$ cat src/rsas_pkg.sv
// ----------------------------------------------------------------------------
// rsas_pkg
// Types, microcode codes and the control store for the rotated sorted array
// search block.
// ----------------------------------------------------------------------------
package rsas_pkg;

  typedef struct packed {
    logic               op;
    logic [7:0]         load_index;
    logic signed [31:0] value;
  } in_item_t;

  typedef struct packed {
    logic       found;
    logic [7:0] position;
  } out_item_t;

  localparam logic OP_LOAD  = 1'b0;
  localparam logic OP_QUERY = 1'b1;

  localparam int unsigned COUNT_W = 9;
  localparam logic [COUNT_W-1:0] COUNT_RESET = 9'd1;

  // step codes
  localparam int unsigned STEP_W = 4;
  localparam logic [STEP_W-1:0] S_IDLE = 4'd0;
  localparam logic [STEP_W-1:0] S_PV0  = 4'd1;
  localparam logic [STEP_W-1:0] S_PV1  = 4'd2;
  localparam logic [STEP_W-1:0] S_PV2  = 4'd3;
  localparam logic [STEP_W-1:0] S_PV3  = 4'd4;
  localparam logic [STEP_W-1:0] S_PV4  = 4'd5;
  localparam logic [STEP_W-1:0] S_SL0  = 4'd6;
  localparam logic [STEP_W-1:0] S_SL1  = 4'd7;
  localparam logic [STEP_W-1:0] S_SL2  = 4'd8;
  localparam logic [STEP_W-1:0] S_BS0  = 4'd9;
  localparam logic [STEP_W-1:0] S_BS1  = 4'd10;

  // read address select
  localparam logic [2:0] AD_MID    = 3'd0;
  localparam logic [2:0] AD_MID_P1 = 3'd1;
  localparam logic [2:0] AD_MID_M1 = 3'd2;
  localparam logic [2:0] AD_LO     = 3'd3;
  localparam logic [2:0] AD_P      = 3'd4;
  localparam logic [2:0] AD_ZERO   = 3'd5;

  // jump conditions
  localparam logic [2:0] C_NONE     = 3'd0;
  localparam logic [2:0] C_LO_GE_HI = 3'd1;
  localparam logic [2:0] C_LO_GT_HI = 3'd2;
  localparam logic [2:0] C_PIV_NEXT = 3'd3;
  localparam logic [2:0] C_PIV_PREV = 3'd4;
  localparam logic [2:0] C_LEFT     = 3'd5;
  localparam logic [2:0] C_RD_EQ_V  = 3'd6;

  // datapath actions
  localparam logic [3:0] A_NOP      = 4'd0;
  localparam logic [3:0] A_P_END    = 4'd1;
  localparam logic [3:0] A_P_MID    = 4'd2;
  localparam logic [3:0] A_P_MIDM1  = 4'd3;
  localparam logic [3:0] A_NARROW_A = 4'd4;
  localparam logic [3:0] A_NARROW_V = 4'd5;
  localparam logic [3:0] A_RANGE_L  = 4'd6;
  localparam logic [3:0] A_RANGE_R  = 4'd7;
  localparam logic [3:0] A_HIT      = 4'd8;
  localparam logic [3:0] A_MISS     = 4'd9;

  typedef struct packed {
    logic [2:0]        addr_sel;
    logic              a_load;
    logic [2:0]        cond;
    logic [3:0]        act_t;
    logic [3:0]        act_f;
    logic [STEP_W-1:0] jmp_t;
    logic [STEP_W-1:0] jmp_f;
  } ctrl_t;

  typedef struct packed {
    logic [2:0] addr_sel;
    logic       a_load;
    logic [3:0] act;
  } dp_cmd_t;

  typedef struct packed {
    logic cnt_zero;
    logic lo_ge_hi;
    logic lo_gt_hi;
    logic piv_next;
    logic piv_prev;
    logic left;
    logic rd_eq_v;
  } flags_t;

  function automatic ctrl_t cw(input logic [2:0] ad, input logic ld, input logic [2:0] cd,
                               input logic [3:0] at, input logic [3:0] af,
                               input logic [STEP_W-1:0] jt, input logic [STEP_W-1:0] jf);
    cw = {ad, ld, cd, at, af, jt, jf};
  endfunction

  // control store: read issued in a step returns in the next one
  function automatic ctrl_t ucode(input logic [STEP_W-1:0] s);
    ctrl_t c;
    case (s)
      S_PV0: c = cw(AD_MID,    1'b0, C_LO_GE_HI, A_P_END,   A_NOP,      S_SL0, S_PV1);
      S_PV1: c = cw(AD_MID_P1, 1'b1, C_NONE,     A_NOP,     A_NOP,      S_PV2, S_PV2);
      S_PV2: c = cw(AD_MID_M1, 1'b0, C_PIV_NEXT, A_P_MID,   A_NOP,      S_SL0, S_PV3);
      S_PV3: c = cw(AD_LO,     1'b0, C_PIV_PREV, A_P_MIDM1, A_NOP,      S_SL0, S_PV4);
      S_PV4: c = cw(AD_MID,    1'b0, C_NONE,     A_NOP,     A_NARROW_A, S_PV0, S_PV0);
      S_SL0: c = cw(AD_P,      1'b0, C_NONE,     A_NOP,     A_NOP,      S_SL1, S_SL1);
      S_SL1: c = cw(AD_ZERO,   1'b1, C_NONE,     A_NOP,     A_NOP,      S_SL2, S_SL2);
      S_SL2: c = cw(AD_MID,    1'b0, C_LEFT,     A_RANGE_L, A_RANGE_R,  S_BS0, S_BS0);
      S_BS0: c = cw(AD_MID,    1'b0, C_LO_GT_HI, A_MISS,    A_NOP,      S_IDLE, S_BS1);
      S_BS1: c = cw(AD_MID,    1'b0, C_RD_EQ_V,  A_HIT,     A_NARROW_V, S_IDLE, S_BS0);
      default: c = cw(AD_MID,  1'b0, C_NONE,     A_NOP,     A_NOP,      S_IDLE, S_IDLE);
    endcase
    return c;
  endfunction

endpackage

$ cat src/rsas_seq.sv
// ----------------------------------------------------------------------------
// rsas_seq
// Microcode sequencer: step counter, control store lookup and conditional
// jumps. Issues one command word per cycle to the datapath.
// ----------------------------------------------------------------------------
module rsas_seq import rsas_pkg::*; (
  input  logic    clk,
  input  logic    rst,
  input  logic    start,
  input  logic    op,
  input  flags_t  flags,
  output logic    busy,
  output dp_cmd_t cmd
);

  logic [STEP_W-1:0] step;
  logic [STEP_W-1:0] step_next;
  ctrl_t             cword;
  logic              taken;

  assign cword = ucode(step);
  assign busy  = (step != S_IDLE);

  always_comb begin
    case (cword.cond)
      C_NONE:     taken = 1'b0;
      C_LO_GE_HI: taken = flags.lo_ge_hi;
      C_LO_GT_HI: taken = flags.lo_gt_hi;
      C_PIV_NEXT: taken = flags.piv_next;
      C_PIV_PREV: taken = flags.piv_prev;
      C_LEFT:     taken = flags.left;
      C_RD_EQ_V:  taken = flags.rd_eq_v;
      default:    taken = 1'b0;
    endcase
  end

  always_comb begin
    if (step == S_IDLE) begin
      step_next = (start && (op == OP_QUERY) && !flags.cnt_zero) ? S_PV0 : S_IDLE;
    end else begin
      step_next = taken ? cword.jmp_t : cword.jmp_f;
    end
  end

  assign cmd.addr_sel = cword.addr_sel;
  assign cmd.a_load   = cword.a_load;
  assign cmd.act      = taken ? cword.act_t : cword.act_f;

  always_ff @(posedge clk) begin
    if (rst) begin
      step <= S_IDLE;
    end else begin
      step <= step_next;
    end
  end

endmodule

$ cat config.mk
export PLATFORM = sky130hd
export DESIGN_NAME = rsas_seq
export DESIGN_NICKNAME = d
export VERILOG_FILES = /design/src/rsas_pkg.sv /design/src/rsas_seq.sv
export SDC_FILE = /design/constraint.sdc
export NUM_CORES = 1
export LEC_CHECK = 0
export BUFFER_PORTS_ARGS = -buffer_cell sky130_fd_sc_hd__buf_2
export CORE_MARGIN = 2
export CORE_UTILIZATION = 29
export CTS_CLUSTER_DIAMETER = 40
export DETAILED_ROUTE_END_ITERATION = 16
export GPL_TIMING_DRIVEN = 0
export PLACE_DENSITY_LB_ADDON = 0.25
export SYNTH_ARGS = -nofsm -noshare
export SYNTH_HDL_FRONTEND = slang
export SYNTH_SLANG_ARGS = --single-unit
$ cat constraint.sdc
create_clock -name clk -period 4 [get_ports clk]
set_input_delay 0.4 -clock clk [delete_from_list [all_inputs] [get_ports clk]]
set_output_delay 0.4 -clock clk [all_outputs]
set_load 0.01 [all_outputs]
### Word level (Yosys, flattened, before mapping)

Memory sizes are Yosys's and may differ from the RTL's. A register that Yosys moved wholly into a read port is not among the register bits.
Index checks and enable logic that the tools add are counted.

| operators by class | value |
|---|---|
| add/sub/neg operators | 0 |
| multipliers | 0 |
| div/mod/pow operators | 0 |
| magnitude comparators | 0 |
| eq/ne operators | 6 |
| shift operators | 0 |
| muxes and demuxes | 6 |
| bitwise gates (word level) | 0 |
| reduce and logical (&&, ||, !) cells | 5 |

Operator list:

| kind | count |
|---|---|
| 4-bit two-way mux | 4 |
| 3-bit == test, second input constant | 3 |
| 3-bit by 2-bit == test with 1-bit output, second input constant | 2 |
| 1-bit one-hot mux with 6 select lines | 1 |
| 4-bit logical NOT | 1 |
| 4-bit nonzero test | 1 |
| 3-bit by 1-bit == test with 1-bit output, second input constant | 1 |
| 1-bit logical AND | 2 |
| 1-bit logical NOT | 1 |
| 1-bit two-way mux | 1 |

| word-level totals | value |
|---|---|
| bits in registers | 4 |
| latch bits | 0 |
| RAM bits | 0 |
| ROM bits | 352 |
| bits of input ports | 11 |
| output and inout port bits | 9 |
| logic and storage cells | 19 |
| memories | 1 |

Memory list:

| name | words | bits a word | rd ports | clocked after Yosys merged registers in | write ports | line | RTL |
|---|---|---|---|---|---|---|---|
| (no name shown) | 16 | 22 | 1 | 1 | 0 | rsas_pkg.sv:103 | `case (s)` |

### Depth between registers and ports, before layout

| depth | value |
|---|---|
| depth after elaboration | 5 |
| mapped depth | 10 |

### Worst setup path before layout

OpenSTA, ideal clock, no wires.

| timing path | value |
|---|---|
| path type | register -> output |
| from | reg step[0] (netlist name) |
| to | out cmd[0] (netlist name) |
| arrival time | 2167 ps |
| required time | 3600 ps |
| setup slack | 1433 ps |
| cell stages (with the launch flop) | 10 |
| path buffers | 1 |
| path through | dfxtp_1 -> inv_1 -> ha_1 -> mux2i_4 -> o211ai_1 -> o32a_1 -> a22oi_4 -> buf_6 -> a21oi_1 -> a21oi_1 |

RTL lines:

| what | line | RTL |
|---|---|---|
| end: declaration | rsas_seq.sv:13 | `output dp_cmd_t cmd` |

==> results by group <==
Run status
  • Status: complete, no violations

Floorplan
  • Die Y-Extent: 52.14 um
  • Initial Util: 0.3067
  • # IOs: 20
  • Site Rows: 17
  • Die width: 52.14 um
  • Die Area: 2718 um2
  • Core area: 2191 um2

Synthesis
  • Post-synth top area cell: ha_1
  • Post-synthesis cell area: 671.9 um2
  • EDFF count, synth: 0
  • Mapped Cells: 87
  • Synth Register Bits: 4
  • Sequential area share after synthesis: 0.1192
  • Post-synth top flop: dfxtp_1
  • Synthesized Nets: 105
  • Synthesized area per cell: 7.723 um2
  • Distinct cells, synth: 39
  • Fraction of registers with async set/reset: 0
  • Synth top area share: 0.1304
  • YS warnings: 0
  • Synth top area cells: ha_1 13%, dfxtp_1 12%, mux2i_1 8.9%

Final layout
  • Commonest non-fill, non-tap cell in the layout: buf_2
  • Post-route cell area: 824.5 um2
  • Storage cell area: 80.08 um2
  • Final net count: 129
  • Area Growth Syn to Fin: 22.72%
  • Area of the multi-input gates: 518.0 um2
  • Reg with most FFs: step
  • Most frequent cells in the layout: 21 x buf_2, 7 x inv_1, 7 x a21oi_1, 7 x ha_1
  • Largest registers: step: 4 flops
  • Layout cells sized above 1: 0.2844
  • Antenna cells: 0
  • Max reg flops: 4
  • Filler instances: 249

Hold path
  • Hold WC Path Type: primary input to register

Clock tree
  • # hold bufs at CTS: 0
  • CTS root buf: clkbuf_4
  • TritonCTS Buffers: 3
  • Post CTS Setup Buffer Count: 0
  • Clock slew at reported path FFs: 0.04 ns
  • Post-CTS sizing: 0
  • Clock sinks: 4
  • Worst-case clock buffer depth: 2
  • Clk_lat worst skew: 0.23 ns
  • CTS H-tree lvls: 1
  • TritonCTS clock tree: yes

Power
  • Pleak: 0.3842 nW
  • Max VDD drop: 0.0001750 V
  • P per Cell Area: 154.3 nW/um2

Timing
  • Setup violators final: 0
  • Fin crit share: 0.7771
  • Hold Violations, Final: 0
  • Setup_tns: 0 ns
  • Max Transition Viols Final: 0
  • Final Skew: 0.009846 ns
  • RSZ-0062 raised after global routing: no
  • Tmin final: 3.108 ns
  • Slew headroom: 0.6734
  • Fmax: 0.3217 GHz
  • Slew @ Worst Pin: 0.4898 ns

Route
  • Vias post-DR: 708
  • Initial DRC Count: 18
  • DRC viols: 0
  • ANT nets after route: 0
  • TritonRoute pass-1 iters: 4
  • Per-cell routed wire length: 11.99 um
  • Via density: 5.168
  • Total wire length: 1.643 mm

Worst setup path
  • Worst EP arrival: 2.71 ns
  • Critical path fanouts, max: 10
  • Critical Path End Type: output pin
  • Critical Path Start Type: register
  • Worst Path Class, Setup: register to output pin
  • Critical Path RT: 3.60 ns

Placement
  • IO Port Bufs: 19
  • HPWL after detailed placement: 1.311 mm
  • Placer Congestion: 0.7259
  • DP Area: 802.0 um2

Global route
  • Initial antenna violation count: 0
  • First-pass GRT wire length: 2.704 mm
  • Grt total ovfl: 0
  • Largest net degree at the start of global routing: 11
  • Vias in the first global route: 625
  • GRT Util Overall: 0.1307

Job
  • Maxcap violations: 0
==> path summary, 6_finish.rpt <==
| kind | from | to | slack (ns) | depth (start not counted) |
|---|---|---|---|---|
| max | step[0]$_SDFF_PP0_ | cmd[0] | 0.89 | 10 |
| min | rst | step[3]$_SDFF_PP0_ | 0.40 | 2 |
| max reg2reg | step[0]$_SDFF_PP0_ | step[0]$_SDFF_PP0_ | 1.50 | 9 |
| min reg2reg | step[2]$_SDFF_PP0_ | step[3]$_SDFF_PP0_ | 0.70 | 2 |
==> where the power goes <==
| group | total, W | internal [W] | switching (W) |
|---|---|---|---|
| clock | 0.0000492 | 0.0000335 | 0.0000157 |
| sequential | 0.0000425 | 0.0000411 | 0.00000142 |
| combinational | 0.0000355 | 0.0000150 | 0.0000204 |
==> per-stage QoR <==
| step | std cells | power, W | hold WS [ns] | utilization | worst slack, ns |
|---|---|---|---|---|---|
| after global routing | 137 | 0.0001391 | 0.4019 | 0.3764 | 0.6566 |
| final | 137 | 0.0001272 | 0.4044 | 0.3764 | 0.8918 |
| after CTS | 137 | 0.0001299 | 0.3973 | 0.3764 | 0.8735 |
| after detailed placement | 134 | 0.00007864 | 0.6483 | 0.3661 | 1.126 |
| after floorplan | 87 | 0.00006650 | 0.4721 | - | 1.433 |
| after global placement | 134 | 0.00007775 | 0.6450 | 0.3661 | 1.133 |
==> kinds of logic (layout without fill, tap and decap cells) <==
kind of cell,count (synthesis),in the layout,share of synthesized area
and+or+nand+nor,29,29,0.2346
AOI/OAI and AO/OA,25,25,0.2830
DFF,4,4,0.1192
buffers and inverters,15,37,0.1099
muxes,7,7,0.1229
adders and majority gates,7,7,0.1303
==> critical path: stages, from the launching register on <==
cell	delay (ns)
dfxtp_1	0.42
inv_1	0.14
ha_1	0.43
mux2i_4	0.21
o211ai_1	0.13
o32a_1	0.38
a22oi_4	0.26
buf_6	0.18
a21oi_1	0.05
a21oi_1	0.14
buf_2	0.15
==> metal layers <==
layer / share of wire / wire, um / track usage / up-vias
met3: 0.058 / 95 / 0.04598 / 0
met2: 0.44 / 728 / 0.2131 / 19
met1: 0.50 / 819 / 0.1716 / 327
met5: 0 / 0 / 0 / -
met4: 0 / 0 / 0.01282 / 0
li1: - / - / - / 362
==> Yosys cell counts, types with 2 or more instances <==
master,n
buf_2,2
nand2_1,6
ha_1,7
inv_1,7
inv_2,2
o211ai_1,2
buf_6,2
o21a_1,2
a21o_1,2
o21ai_1,2
a21oi_1,7
dfxtp_1,4
nor3_1,5
nand3b_1,2
and2b_1,2
mux2i_1,6
nor2_1,5
==> layout make-up <==
cell class / instances / area share
Multi-Input combinational cell: 68 / 0.6282
Clock buffer: 3 / 0.02731
Timing Repair Buffer: 19 / 0.1153
Buffer: 6 / 0.04856
Sequential cell: 4 / 0.09712
Tap cell: 28 / 0.04249
Inverter: 9 / 0.04097
(Power assumes the default switching activity.)
